### config.mk
export PLATFORM = sky130hd
export DESIGN_NAME = source_sequence_duplicate_table
export DESIGN_NICKNAME = d
export VERILOG_FILES = /design/src/rtl/core/sdt_pkg.sv /design/src/rtl/core/source_sequence_duplicate_table.sv /design/src/rtl/core/sdt_ram.sv /design/src/rtl/core/sdt_ctrl.sv /design/src/rtl/core/sdt_dp.sv
export SDC_FILE = /design/constraint.sdc
export NUM_CORES = 1
export LEC_CHECK = 0
export ABC_AREA = 1
export BUFFER_PORTS_ARGS = -buffer_cell sky130_fd_sc_hd__buf_2
export CORE_MARGIN = 2
export CORE_UTILIZATION = 60
export DETAILED_ROUTE_END_ITERATION = 8
export MAX_ROUTING_LAYER = met4
export PLACE_DENSITY = 0.77
export SLEW_MARGIN = 20
export SYNTH_ARGS = -nofsm -noshare
export SYNTH_HDL_FRONTEND = slang
export SYNTH_SLANG_ARGS = --single-unit
### constraint.sdc
create_clock -name clk -period 3.1 [get_ports clk]
set_clock_uncertainty 0.2 [all_clocks]
set_input_delay 0.31 -clock clk [delete_from_list [all_inputs] [get_ports clk]]
set_output_delay 0.31 -clock clk [all_outputs]
set_load 0.01 [all_outputs]
### src/rtl/core/sdt_pkg.sv
// Shared types and constants for the source sequence duplicate table.
package sdt_pkg;

    localparam int ENTRIES_DEF = 16;
    localparam int FUNC_W      = 2;
    localparam int HOST_W      = 16;
    localparam int SEQ_W       = 8;
    localparam int STATUS_W    = 3;
    localparam int IN_DATA_W   = 24;
    localparam int OUT_DATA_W  = 8;

    typedef enum logic [FUNC_W-1:0] {
        FUNC_CHECK   = 2'd0,
        FUNC_REPLACE = 2'd1,
        FUNC_DELETE  = 2'd2,
        FUNC_CLEAR   = 2'd3
    } func_t;

    typedef enum logic [STATUS_W-1:0] {
        ST_ADDED     = 3'd0,
        ST_UPDATED   = 3'd1,
        ST_DUPLICATE = 3'd2,
        ST_FULL      = 3'd3,
        ST_DELETED   = 3'd4,
        ST_NOTFOUND  = 3'd5,
        ST_CLEARED   = 3'd6
    } status_t;

    typedef enum logic [2:0] {
        S_IDLE,
        S_SCAN,
        S_DRAIN,
        S_RESOLVE,
        S_DONE
    } state_t;

    // Commands from the controller to the datapath.
    typedef struct packed {
        logic load;
        logic scan;
        logic resolve;
        logic emit;
    } ctrl_cmd_t;

    // Status from the datapath to the controller.
    typedef struct packed {
        logic in_is_clear;
        logic idx_last;
        logic out_free;
    } dp_status_t;

endpackage

### src/rtl/core/source_sequence_duplicate_table.sv
// Duplicate-frame table of ENTRIES host/sequence records behind a stream interface.
// Each request beat is checked against the table by scanning the slot memory one
// entry per clock over the single read port of the slot RAM; a clear request skips
// the scan. One status beat comes out for every request; a finished status waits in
// the output register while the next request is taken. Slot contents need no
// clearing pass after reset: per-slot valid bits in flip-flops mark which entries
// hold a host.
module source_sequence_duplicate_table #(
    parameter int ENTRIES = sdt_pkg::ENTRIES_DEF
) (
    input  logic                             clk,
    input  logic                             rst_n,
    input  logic                             s_tvalid,
    output logic                             s_tready,
    input  logic [sdt_pkg::IN_DATA_W-1:0]    s_tdata,   // host_id[15:0], seq_num[23:16]
    input  logic [sdt_pkg::FUNC_W-1:0]       s_tuser,   // func[1:0]
    output logic                             m_tvalid,
    input  logic                             m_tready,
    output logic [sdt_pkg::OUT_DATA_W-1:0]   m_tdata    // status[2:0], zero [7:3]
);
    import sdt_pkg::*;

    ctrl_cmd_t           cmd;
    dp_status_t          dp_status;
    logic [STATUS_W-1:0] status;

    sdt_ctrl u_ctrl (
        .clk       (clk),
        .rst_n     (rst_n),
        .in_valid  (s_tvalid),
        .in_ready  (s_tready),
        .dp_status (dp_status),
        .cmd       (cmd)
    );

    sdt_dp #(
        .ENTRIES (ENTRIES)
    ) u_dp (
        .clk        (clk),
        .rst_n      (rst_n),
        .in_func    (s_tuser),
        .in_host    (s_tdata[HOST_W-1:0]),
        .in_seq     (s_tdata[HOST_W+SEQ_W-1:HOST_W]),
        .cmd        (cmd),
        .dp_status  (dp_status),
        .out_valid  (m_tvalid),
        .out_ready  (m_tready),
        .out_status (status)
    );

    assign m_tdata = {{(OUT_DATA_W-STATUS_W){1'b0}}, status};

endmodule

### src/rtl/core/sdt_ram.sv
// Generic single-port-write, single-port-read RAM with registered read data.
module sdt_ram #(
    parameter int WIDTH = 8,
    parameter int DEPTH = 16,
    parameter int AW    = (DEPTH > 1) ? $clog2(DEPTH) : 1
) (
    input  logic             clk,
    input  logic             wr_en,
    input  logic [AW-1:0]    wr_addr,
    input  logic [WIDTH-1:0] wr_data,
    input  logic [AW-1:0]    rd_addr,
    output logic [WIDTH-1:0] rd_data
);

    logic [WIDTH-1:0] mem [DEPTH];

    always_ff @(posedge clk)
    begin
        if (wr_en)
        begin
            mem[wr_addr] <= wr_data;
        end
        rd_data <= mem[rd_addr];
    end

endmodule

### src/rtl/core/sdt_ctrl.sv
// Controller state machine: sequences accept, scan, resolve and result hand-off.
module sdt_ctrl (
    input  logic               clk,
    input  logic               rst_n,
    input  logic               in_valid,
    output logic               in_ready,
    input  sdt_pkg::dp_status_t dp_status,
    output sdt_pkg::ctrl_cmd_t cmd
);
    import sdt_pkg::*;

    state_t state_reg;
    state_t state_next;

    always_ff @(posedge clk or negedge rst_n)
    begin
        if (!rst_n)
        begin
            state_reg <= S_IDLE;
        end
        else
        begin
            state_reg <= state_next;
        end
    end

    always_comb
    begin
        state_next  = state_reg;
        cmd         = '0;
        in_ready    = 1'b0;
        unique case (state_reg)
            S_IDLE:
            begin
                in_ready = 1'b1;
                if (in_valid)
                begin
                    cmd.load   = 1'b1;
                    state_next = dp_status.in_is_clear ? S_DONE : S_SCAN;
                end
            end
            S_SCAN:
            begin
                cmd.scan = 1'b1;
                if (dp_status.idx_last)
                begin
                    state_next = S_DRAIN;
                end
            end
            S_DRAIN:
            begin
                // let the last compare land
                state_next = S_RESOLVE;
            end
            S_RESOLVE:
            begin
                cmd.resolve = 1'b1;
                state_next  = S_DONE;
            end
            S_DONE:
            begin
                if (dp_status.out_free)
                begin
                    cmd.emit   = 1'b1;
                    state_next = S_IDLE;
                end
            end
            default:
            begin
                state_next = S_IDLE;
            end
        endcase
    end

endmodule

### src/rtl/core/sdt_dp.sv
// Datapath: request registers, valid bits, slot memory, scan compare and output beat.
module sdt_dp #(
    parameter int ENTRIES = sdt_pkg::ENTRIES_DEF
) (
    input  logic                            clk,
    input  logic                            rst_n,
    input  logic [sdt_pkg::FUNC_W-1:0]      in_func,
    input  logic [sdt_pkg::HOST_W-1:0]      in_host,
    input  logic [sdt_pkg::SEQ_W-1:0]       in_seq,
    input  sdt_pkg::ctrl_cmd_t              cmd,
    output sdt_pkg::dp_status_t             dp_status,
    output logic                            out_valid,
    input  logic                            out_ready,
    output logic [sdt_pkg::STATUS_W-1:0]    out_status
);
    import sdt_pkg::*;

    localparam int IDX_W = (ENTRIES > 1) ? $clog2(ENTRIES) : 1;
    localparam int MEM_W = HOST_W + SEQ_W;
    localparam logic [IDX_W-1:0] IDX_LAST = IDX_W'(ENTRIES - 1);

    func_t             func_reg;
    logic [HOST_W-1:0] host_reg;
    logic [SEQ_W-1:0]  seq_reg;

    logic [ENTRIES-1:0] valid_reg;
    logic [IDX_W-1:0]   idx_reg;
    logic [IDX_W-1:0]   cmp_idx_reg;
    logic               cmp_en_reg;

    logic               hit_reg;
    logic [IDX_W-1:0]   hit_idx_reg;
    logic [SEQ_W-1:0]   hit_seq_reg;
    logic               free_reg;
    logic [IDX_W-1:0]   free_idx_reg;

    status_t            status_reg;
    status_t            status_next;
    logic               out_valid_reg;
    logic [STATUS_W-1:0] out_status_reg;

    logic               wr_en;
    logic [IDX_W-1:0]   wr_addr;
    logic [MEM_W-1:0]   rd_data;
    logic [HOST_W-1:0]  rd_host;
    logic [SEQ_W-1:0]   rd_seq;
    logic               cmp_valid;
    logic               cmp_hit;

    sdt_ram #(
        .WIDTH (MEM_W),
        .DEPTH (ENTRIES),
        .AW    (IDX_W)
    ) u_slot_ram (
        .clk     (clk),
        .wr_en   (wr_en),
        .wr_addr (wr_addr),
        .wr_data ({host_reg, seq_reg}),
        .rd_addr (idx_reg),
        .rd_data (rd_data)
    );

    assign rd_host   = rd_data[MEM_W-1:SEQ_W];
    assign rd_seq    = rd_data[SEQ_W-1:0];
    assign cmp_valid = valid_reg[cmp_idx_reg];
    assign cmp_hit   = cmp_en_reg && cmp_valid && (rd_host == host_reg);

    assign dp_status.in_is_clear = (func_t'(in_func) == FUNC_CLEAR);
    assign dp_status.idx_last    = (idx_reg == IDX_LAST);
    assign dp_status.out_free    = !out_valid_reg || out_ready;

    // Resolve decision and slot write
    always_comb
    begin
        status_next = ST_NOTFOUND;
        wr_en       = 1'b0;
        wr_addr     = hit_idx_reg;
        priority if (func_reg == FUNC_DELETE)
        begin
            status_next = hit_reg ? ST_DELETED : ST_NOTFOUND;
        end
        else if (hit_reg)
        begin
            if (hit_seq_reg != seq_reg)
            begin
                status_next = ST_UPDATED;
                wr_en       = cmd.resolve;
            end
            else
            begin
                status_next = ST_DUPLICATE;
            end
        end
        else if (func_reg == FUNC_REPLACE)
        begin
            status_next = ST_NOTFOUND;
        end
        else if (free_reg)
        begin
            status_next = ST_ADDED;
            wr_en       = cmd.resolve;
            wr_addr     = free_idx_reg;
        end
        else
        begin
            status_next = ST_FULL;
        end
    end

    // Request and result payload
    always_ff @(posedge clk)
    begin
        if (cmd.load)
        begin
            func_reg <= func_t'(in_func);
            host_reg <= in_host;
            seq_reg  <= in_seq;
        end
        if (cmp_hit && !hit_reg)
        begin
            hit_idx_reg <= cmp_idx_reg;
            hit_seq_reg <= rd_seq;
        end
        if (cmp_en_reg && !cmp_valid && !free_reg)
        begin
            free_idx_reg <= cmp_idx_reg;
        end
        if (cmd.load)
        begin
            status_reg <= ST_CLEARED;
        end
        else if (cmd.resolve)
        begin
            status_reg <= status_next;
        end
        if (cmd.emit)
        begin
            out_status_reg <= status_reg;
        end
        cmp_idx_reg <= idx_reg;
    end

    // Control state of the datapath
    always_ff @(posedge clk or negedge rst_n)
    begin
        if (!rst_n)
        begin
            valid_reg     <= '0;
            idx_reg       <= '0;
            cmp_en_reg    <= 1'b0;
            hit_reg       <= 1'b0;
            free_reg      <= 1'b0;
            out_valid_reg <= 1'b0;
        end
        else
        begin
            cmp_en_reg <= cmd.scan;
            if (cmd.load)
            begin
                idx_reg  <= '0;
                hit_reg  <= 1'b0;
                free_reg <= 1'b0;
                if (func_t'(in_func) == FUNC_CLEAR)
                begin
                    valid_reg <= '0;
                end
            end
            else
            begin
                if (cmd.scan && !dp_status.idx_last)
                begin
                    idx_reg <= idx_reg + 1'b1;
                end
                if (cmp_hit)
                begin
                    hit_reg <= 1'b1;
                end
                if (cmp_en_reg && !cmp_valid)
                begin
                    free_reg <= 1'b1;
                end
            end
            if (cmd.resolve)
            begin
                if (func_reg == FUNC_DELETE && hit_reg)
                begin
                    valid_reg[hit_idx_reg] <= 1'b0;
                end
                else if (func_reg == FUNC_CHECK && !hit_reg && free_reg)
                begin
                    valid_reg[free_idx_reg] <= 1'b1;
                end
            end
            // hold the beat until taken
            if (cmd.emit)
            begin
                out_valid_reg <= 1'b1;
            end
            else if (out_ready)
            begin
                out_valid_reg <= 1'b0;
            end
        end
    end

    assign out_valid  = out_valid_reg;
    assign out_status = out_status_reg;

endmodule

After elaboration in Yosys (flattened, before gate mapping)
Memory sizes are Yosys's and may differ from the RTL's. A register that Yosys moved wholly into a read port is not among the register bits. Index checks and enable logic that the tools add are counted.

Add/subtract/negate cells: 1. Order comparisons: 5. Eq/ne operators: 13. Muxes and demuxes: 48. Bitwise gates (word level): 3. Reduce and logical (&&, ||, !) cells: 24.

Operators by type and width (count): 2-to-1 mux 16 bit (5); 2-to-1 mux 1 bit (24); 2-to-1 mux 4 bit (6); 2-to-1 mux 3 bit (7); AND 16 bit (1); equality test 16 bit (1); NOT 16 bit (1); bitwise OR 16 bit (1); less-than comparator 4 x 5 -> 1 bit, second input constant (3); one-hot mux 3 bit (5 select lines) (1); logical AND 1 bit (11); demux 1 bit (select 4 bit) (2); greater-or-equal comparator 4 x 1 -> 1 bit, second input constant (2); != test 8 bit (1); nonzero test 2 bit (4); equality test 3 x 2 -> 1 bit, second input constant (2); zero test 1 bit (5); adder 4 x 1 -> 4 bit, second input constant (1); binary-select mux 1 bit (select 4 bit) (1); equality test 2 bit, second input constant (2); equality test 4 bit, second input constant (1); 2-to-1 mux 2 bit (2); != test 2 bit, second input constant (2); equality test 3 x 1 -> 1 bit, second input constant (1); 7 further kinds (7).

Flip-flop bits (word level): 79. Bits in writable memories: 384. Input bits: 30. Output and inout bits: 10. Logic and storage cells: 111. Memories: 1.

Memories: u_dp.u_slot_ram.mem (depth 16, width 24, rd ports 1, clocked after memory_dff 1, write ports 1, line sdt_ram.sv:15) `logic [WIDTH-1:0] mem [DEPTH];`.

Depth between registers and ports, before layout
Gate-level depths: netlist (run 1).

Word-level depth: 8. Gate-level depth with buffers: 10. Gate-level depth less buffers: 10.

By module
Synthesis (run 1) repeated with hierarchy kept, for this count alone.

Cells, all modules: 2023. Area total of the unflattened synthesis: 20783.7 µm².

Modules (own cells, without submodules): sdt_ram (instances 1, cells an instance 1597, area each 16951.3 µm², sequential area each 12011.5 µm²); sdt_dp (instances 1, cells an instance 385, area each 3564.7 µm², sequential area each 2092.0 µm²); sdt_ctrl (instances 1, cells an instance 35, area each 226.5 µm², sequential area each 75.1 µm²); source_sequence_duplicate_table (instances 1, cells an instance 6, area each 41.3 µm², sequential area each 0.0 µm²).

Least setup slack after synthesis (run 1)
No wires, ideal clock.

Path kind: flip-flop to flip-flop. Start point: reg u_dp.func_reg[0]. End point: mem u_dp.u_slot_ram.mem[10][0] in the netlist's numbering, enable pin. Setup time: 405 ps. Data arrival time: 2240 ps. Required time: 2495 ps. Slack: 255 ps. Cell stages (with the launch flop): 9. Buffers on the path: 1. Period minus slack after synthesis: 2845 ps. Cells stage by stage: edfxtp_1 nor2_4 inv_4 nand4_4 buf_6 nand2_1 o21ai_2 nand4_1 nor2_1.

Word-level cells in the longest chain between the ends: 6. Elaborated cells on any way between the ends: 10. Classes of those cells: eq/ne: 2; mux: 8.

Ends and longest elaborated chain: from (decl) (line sdt_dp.sv:22) `func_t func_reg;`; from (signal assigned) (line sdt_dp.sv:115) `func_reg <= func_t'(in_func);`; equality test 2 x 1 -> 1 bit (line sdt_dp.sv:94) `else if (func_reg == FUNC_REPLACE)`; 2-to-1 mux 1 bit (line sdt_dp.sv:94); 2-to-1 mux 1 bit (line sdt_dp.sv:82) `else if (hit_reg)`; 2-to-1 mux 1 bit (line sdt_dp.sv:78) `priority if (func_reg == FUNC_DELETE)`; 2-to-1 mux 1 bit (line sdt_ram.sv:19) `if (wr_en)`; 2-to-1 mux 1 bit (not written as such) (line sdt_ram.sv:21) `mem[wr_addr] <= wr_data;`; to (decl) (line sdt_ram.sv:15).

Several ways; a longest one is shown, not always the timed one.

Worst setup path after layout (run 1)
Start point: reg u_dp.seq_reg[7]. End point: mem u_dp.u_slot_ram.mem[7][19] in the netlist's numbering, enable pin.

Word-level cells in the longest chain between the ends: 6.

Ends and longest elaborated chain: from (decl) (line sdt_dp.sv:24) `logic [SEQ_W-1:0] seq_reg;`; from (signal assigned) (line sdt_dp.sv:117) `seq_reg <= in_seq;`; != test 8 bit (line sdt_dp.sv:84) `if (hit_seq_reg != seq_reg)`; 2-to-1 mux 1 bit (line sdt_dp.sv:84); 2-to-1 mux 1 bit (line sdt_dp.sv:82); 2-to-1 mux 1 bit (line sdt_dp.sv:78); 2-to-1 mux 1 bit (line sdt_ram.sv:19); 2-to-1 mux 1 bit (not written as such) (line sdt_ram.sv:21).

No other way between the ends.

==> summary.txt, run 1 <==
Status
  – Status: finished clean

Timing
  – FMAX: about 350 MHz
  – Final setup viols: 0
  – Hold Fails Final Rpt: 0
  – Pins over their slew limit: 0
  – Sum Neg Setup Slack: 0 ns
  – Crit share post-route: 90.9%
  – Fin Hold WS: ~0.11 ns
  – Slew @ Worst Pin: 0.732 ns
  – Crit path time final: 2.82 ns
  – Relative slew slack: 51.2%
  – RSZ-0062 raised after global routing: no

Critical path
  – Crit end category: flip-flop
  – Worst Setup Start Kind: flip-flop
  – Worst r2r src: u_dp.seq_reg[7]
  – R2R setup slack: 0.28 ns
  – RR Endpoint: u_dp.u_slot_ram.mem[7][19]
  – Reg2reg path depth: 9
  – Top cell family by delay on the critical path: simple AND/OR/NAND/NOR gates
  – Critical Path AT: 2.88 ns
  – CP bufs+invs: 2
  – Critical Path RT: 3.16 ns
  – Worst Path Max Fanout: 17
  – Highest-delay cell along the critical path: edfxtp_1
  – Worst setup path class: flip-flop to flip-flop
  – CP max stage delay: 0.65 ns
  – Cells along the critical path: inv_1 -> o21ai_0 -> nor2_1 -> nand2_1 -> nor2_1 -> nand2_1 -> nand4_1 -> nor2_4 -> buf_4

Route
  – Via count: 12705
  – WL per Instance: 21.8 um
  – Final ANT Viol Nets: 0
  – DRC Markers: 0
  – Detailed Route WL: 44800 um
  – DR pass1 iterations: 5
  – Vias per Instance: 6.18
  – DRT iter0 DRCs: 1548

Clock network
  – Post-CTS setup buffer count: 0
  – Worst skew pair latency: 0.57 ns
  – H-Tree Level Count: 2
  – CTS clk-pin slew, worst paths: approximately 0.06 ns
  – Total CTS buffers: 46
  – Clock sink count: 487
  – Root Buffer: clkbuf_16
  – Deepest clock path buffer count: 3
  – CTS tree: yes

Floorplanning
  – Die Wd: 183 um
  – Io pins: 40
  – Initial cell density of the core: ~61%
  – Die Area: around 33000 um^2
  – Placeable Area: roughly 32000 um^2
  – DIE HEIGHT: about 180 um
  – Row count: 65

Logic synthesis
  – Yosys cell types: 44
  – Sequential element share of the synthesized area: 73.8%
  – Flops & latches, synth: between 400 and 500
  – Main synth FF type: edfxtp_1
  – Number of synthesized flops with an enable pin: ~430
  – Synthesized cell area: 19200 um^2
  – Cell count after synthesis: around 1500
  – Syn Area/Cell: 12.6 um^2
  – Yosys warns: 0
  – Ys async rst share: 5.54%

Placed design
  – Port bufs: 34
  – Inst Count DP: slightly below 2000
  – HPWL after detailed placement: 26800 um
  – Gpl congestion: 0.894

Final layout
  – Max reg flops: 384
  – Final Instance Count excl. Fillers: slightly above 2000
  – Antenna cells: 0
  – Synth-to-layout area growth: 14.4%
  – Share of layout cells above drive strength 1: 13.5%
  – Filler cells: 2036
  – Largest regs: u_dp.u_slot_ram.mem (384), u_dp.u_slot_ram.rd_data (24)
  – Largest Register: u_dp.u_slot_ram.mem
  – Final net count: about 1700

GRT
  – Initial antenna violation count: 0
  – GRT overflow: 0
  – GRT Overall Usage: 28.1%
  – Number of global-route vias before repair: 12593
  – First-pass GRT wire length: 69200 um
  – Largest net degree at the start of global routing: 82

Power and ir drop
  – Switching share of total power: 34.0%
  – Clock power frac: 28.0%
  – Pwr dens: 868 nW/um^2
  – Sequential share of power: between 40 and 50%
  – Combinational share of power: 27.2%
  – Sw Pwr: 6.48 mW
  – P_int: 12.6 mW
  – Max VDD drop: a little over 0.7 mV
  – LEAKAGE: 7.60 nW

Job
  – MaxCap Viol Count: 0

Min path
  – Hold Path Class: input port to asynchronous set/reset pin
==> layout make-up <==
class                   count  area (um^2)  share of cell area (%)
well taps                 402          503                    2.29
repair buffers            126         1100                    4.99
flip-flops and latches    487        14200                    64.5
inverters                  72          275                    1.25
clock buffers              55         1220                    5.57
multi-input cells         886         4480                    20.4
clock inverters            29          218                   0.990
==> cells in the mapped netlist, types with 26 or more instances <==
cell type	count	area, um^2
dfrtp_1	27	676
inv_1	62	233
o22ai_1	59	369
o21ai_0	206	1030
nand3_1	72	360
dfxtp_1	31	621
edfxtp_1	429	12900
nor2_1	264	991
clkbuf_1	38	143
o221ai_1	26	228
nand2_1	147	552
==> through the flow <==
stage                     setup WS [ns]  util [%]  area, um^2  power, mW
after floorplan                   0.255         -       19200       12.0
after global placement            0.415      64.2       20200       13.5
after detailed placement          0.350      64.2       20200       13.7
after CTS                         0.347      69.7       22000       19.1
after global routing              0.132      69.7       22000       20.0
final                             0.282      69.7       22000       19.1
==> cell families after synthesis <==
group,Yosys count,synth area share [%]
buf+inv,154,3.60
fa+ha+maj,1,0.0651
xor+xnor,10,0.456
simple gates,519,11.4
other cells,1,0.0195
compound gates,351,10.7
flops,487,73.8
==> cells in the final DEF (no fill, tap or decap), types with 25 or more instances in the layout <==
master           n
nand2_1        147
dlygate4sd3_1   29
o22ai_1         59
buf_4           50
edfxtp_1       429
nor2_1         246
o21ai_0        206
dfrtp_1         25
inv_1           62
dfxtp_1         31
buf_2           34
nand3_1         72
o221ai_1        26
clkbuf_16       46
==> metal layers <==
metal	track usage, %	up-vias	routed length [um]
met3	3.26	119	3880
met4	10.3	0	1430
li1	-	5716	-
met2	46.1	729	21900
met5	-	-	0
met1	36.8	6141	17500
==> worst max-delay path by stage <==
stage | startpoint | to | depth (start not counted)
after detailed placement | u_dp.seq_reg[7] | u_dp.u_slot_ram.mem[7][22] | 9
after floorplan | u_dp.func_reg[0] | u_dp.u_slot_ram.mem[10][0] | 8
after global placement | u_dp.seq_reg[7] | u_dp.u_slot_ram.mem[7][5] | 9
after CTS | u_dp.seq_reg[7] | u_dp.u_slot_ram.mem[7][0] | 9
final | u_dp.seq_reg[7] | u_dp.u_slot_ram.mem[7][19] | 9
after global routing | u_dp.seq_reg[7] | u_dp.u_slot_ram.mem[7][19] | 9
==> repair_timing <==
action | in CTS | in global routing
gates resized for setup | 0 | 0
setup endpoints to repair | 0 | 0
hold buffers | 29 | 0
endpoints found under the hold margin | 57 | 0
==> power groups by stage <==
stage | Sequential (mW) | Combinational [mW] | Clock [mW]
detailed placement | 8.66 | 5.06 | 0
CTS | 8.53 | 5.14 | 5.39
finish | 8.54 | 5.20 | 5.35
floorplan | 8.46 | 3.56 | 0
global route | 8.60 | 5.74 | 5.65
global placement | 8.64 | 4.88 | 0
(Power assumes the default switching activity.)
==> run 2: changes to the inputs <==
CORE_UTILIZATION = 62   (was 60)
PLACE_DENSITY = 0.79   (was 0.77)
REMOVE_ABC_BUFFERS = 1   (was default)
==> run 2 against run 1 <==
  * Combinational power increased by 3%
  * Critical path depth decreased by 1
  * Die area decreased by 3.2%
  * Via count about the same
  * Non-clock buffer count increased by 1
  * Count of clock-buffer cells in the layout increased by 7
  * Sequential cell count unchanged
  * Clock power increased by 4.5%
  * Maximum frequency increased by 6.2%
  * Utilization increased by 2.6 points
  * Final area increased by 0.34%
  * Setup slack improved by 0.16 ns
==> summary.txt, run 2 (synthesis gave the netlist of run 1 again) <==
Power and ir drop
  – Pwr dens: 878 nW/um^2 (+1.1%)
  – LEAKAGE: 7.61 nW (+0.17%)
  – Overall power: 19.4 mW (+1.4%)
  – Max VDD drop: 0.628 mV (-11%)

Final layout
  – Largest Register: u_dp.u_slot_ram.mem
  – Most common cell after layout, fill and taps aside: edfxtp_1
  – Max reg flops: 384 (unchanged)
  – Antenna cells: 0 (unchanged)
  – Synth-to-layout area growth: 14.8%
  – Final net count: 1652 (+0.12%)
  – Share of layout cells above drive strength 1: 13.1% (-0.39 points)
  – Commonest non-fill, non-tap cells in the layout: edfxtp_1, nor2_1, o21ai_0, nand2_1, nand3_1
  – Final instance area: 22100 um^2 (+0.34%)
  – Largest regs: u_dp.u_slot_ram.mem (384), u_dp.u_slot_ram.rd_data (24)

Floorplanning
  – DIE HEIGHT: 180 um (-1.6%)
  – Die Area: 32400 um^2 (-3.2%)
  – Row count: 64 (-1.5%)
  – Die Wd: 180 um (-1.6%)
  – Initial cell density of the core: 63.0% (+2.1 points)
  – Io pins: 40 (unchanged)
  – Placeable Area: 30500 um^2 (-3.3%)

Route
  – WL per Instance: 21.8 um (about the same)
  – DR pass1 iterations: 7 (+2)
  – Vias per Instance: 6.19 (+0.14%)
  – Final ANT Viol Nets: 0 (unchanged)
  – DRC Markers: 0 (unchanged)
  – Detailed Route WL: 44700 um (about the same)
  – DRT iter0 DRCs: 1441 (-6.9%)
  – Via count: 12711 (+0.047%)

GRT
  – Largest net degree at the start of global routing: 111 (+35%)
  – Number of global-route vias before repair: 12500 (-0.74%)
  – GRT overflow: 0 (unchanged)
  – GRT Overall Usage: 28.7% (+0.62 points)
  – Initial antenna violation count: 0 (unchanged)
  – First-pass GRT wire length: 69100 um (-0.11%)

Clock network
  – Post-CTS setup buffer count: 0 (unchanged)
  – Root Buffer: clkbuf_16
  – Total CTS buffers: 47 (+2.2%)
  – H-Tree Level Count: 2 (unchanged)
  – Gates resized, CTS repair: 0 (unchanged)
  – CTS tree: yes
  – Worst skew pair latency: 0.56 ns (about the same)
  – CTS clk-pin slew, worst paths: 0.06 ns (about the same)
  – Post-CTS Hold Buffers: 29 (unchanged)
  – Deepest clock path buffer count: 3 (unchanged)
  – Clock sink count: 487 (unchanged)

Timing
  – Relative slew slack: 22.0% (-29 points)
  – Crit share post-route: 85.6% (-5.3 points)
  – Pins over their slew limit: 0 (unchanged)
  – FMAX: 377 MHz (+6.2%)
  – Hold Fails Final Rpt: 0 (unchanged)
  – Final setup viols: 0 (unchanged)
  – Slew @ Worst Pin: 1.17 ns (+0.436 ns)
  – Sum Neg Setup Slack: 0 ns (unchanged)
  – RSZ-0062 raised after global routing: no
  – Crit path time final: 2.65 ns (-0.163 ns)

Critical path
  – Highest-delay cell along the critical path: edfxtp_1
  – CP dominant cell by count: nor2_1
  – Top cell family by delay on the critical path: simple AND/OR/NAND/NOR gates
  – Worst Setup Start Kind: flip-flop
  – Crit end category: flip-flop
  – Worst Path Max Fanout: 17 (unchanged)
  – CP bufs+invs: 1 (-1)
  – Critical Path AT: 2.71 ns (-0.17 ns)
  – CP max stage delay: 0.64 ns (about the same)
  – Critical Path RT: 3.16 ns (about the same)
  – Cells along the critical path: xnor2_1 -> nand2_1 -> nor2_1 -> nand3_1 -> nor2_1 -> nand2_1 -> nor2_1 -> buf_4
  – Worst setup path class: flip-flop to flip-flop

Min path
  – Hold Path Class: input port to asynchronous set/reset pin

Placed design
  – Dpl cell area: 20200 um^2 (unchanged)
  – Port bufs: 34 (unchanged)
  – Gpl congestion: 0.895 (+0.18%)
  – HPWL after detailed placement: 26200 um (-2.3%)

Job
  – MaxCap Viol Count: 0 (unchanged)

Status
  – Status: finished clean
[run 2: changes by cell type in the layout (fill, tap and decap cells not counted), sizes merged]
cell,before,now
buf,97,98
bufinv,2,4
clkbuf,55,62
clkinv,27,18
clkinvlp,1,3
inv,71,72
[run 2: routing by layer]
layer	share of wire (%)	track usage [%]
met2	50	46.8
met5	0	-
met4	3.5	10.1
met1	38	37.4
met3	8.6	4.03
[run 2: layout make-up]
type                       instances  area [um^2]
inverter                          72          275
clock inverter                    25          244
timing repair buffer             127         1100
tap                              396          495
fill                            1922         8450
multi-input combinational        886         4480
sequential                       487        14200
clock buffer                      62         1270
[run 2: power by group]
part	internal, mW	switching (mW)
combinational	1.68	3.66
clock	3.24	2.35
sequential	7.96	0.471
[run 2: worst paths after layout]
path | startpoint | to | slack (ns) | depth (start not counted)
min in group clk | u_dp.u_slot_ram.rd_data[4] | u_dp.hit_seq_reg[4] | 0.20 | 0
hold / removal | rst_n | u_dp.valid_reg[10] | 0.12 | 2
setup reg to reg | u_dp.host_reg[6] | u_dp.hit_seq_reg[4] | 0.45 | 8
max in group asynchronous | rst_n | u_dp.idx_reg[0] | 2.11 | 2
setup / recovery | u_dp.host_reg[6] | u_dp.hit_seq_reg[4] | 0.45 | 8
hold reg to reg | u_dp.u_slot_ram.rd_data[4] | u_dp.hit_seq_reg[4] | 0.20 | 0
[run 2: through the flow]
step	utilization [%]	instances	setup slack [ns]	hold slack (ns)
after detailed placement	66.4	1939	0.508	0.166
after global routing	72.3	2055	0.235	0.167
after floorplan	-	1445	-2.92	-0.186
after global placement	66.4	1939	0.583	0.158
after CTS	72.3	2055	0.433	0.127
final	72.3	2055	0.445	0.115
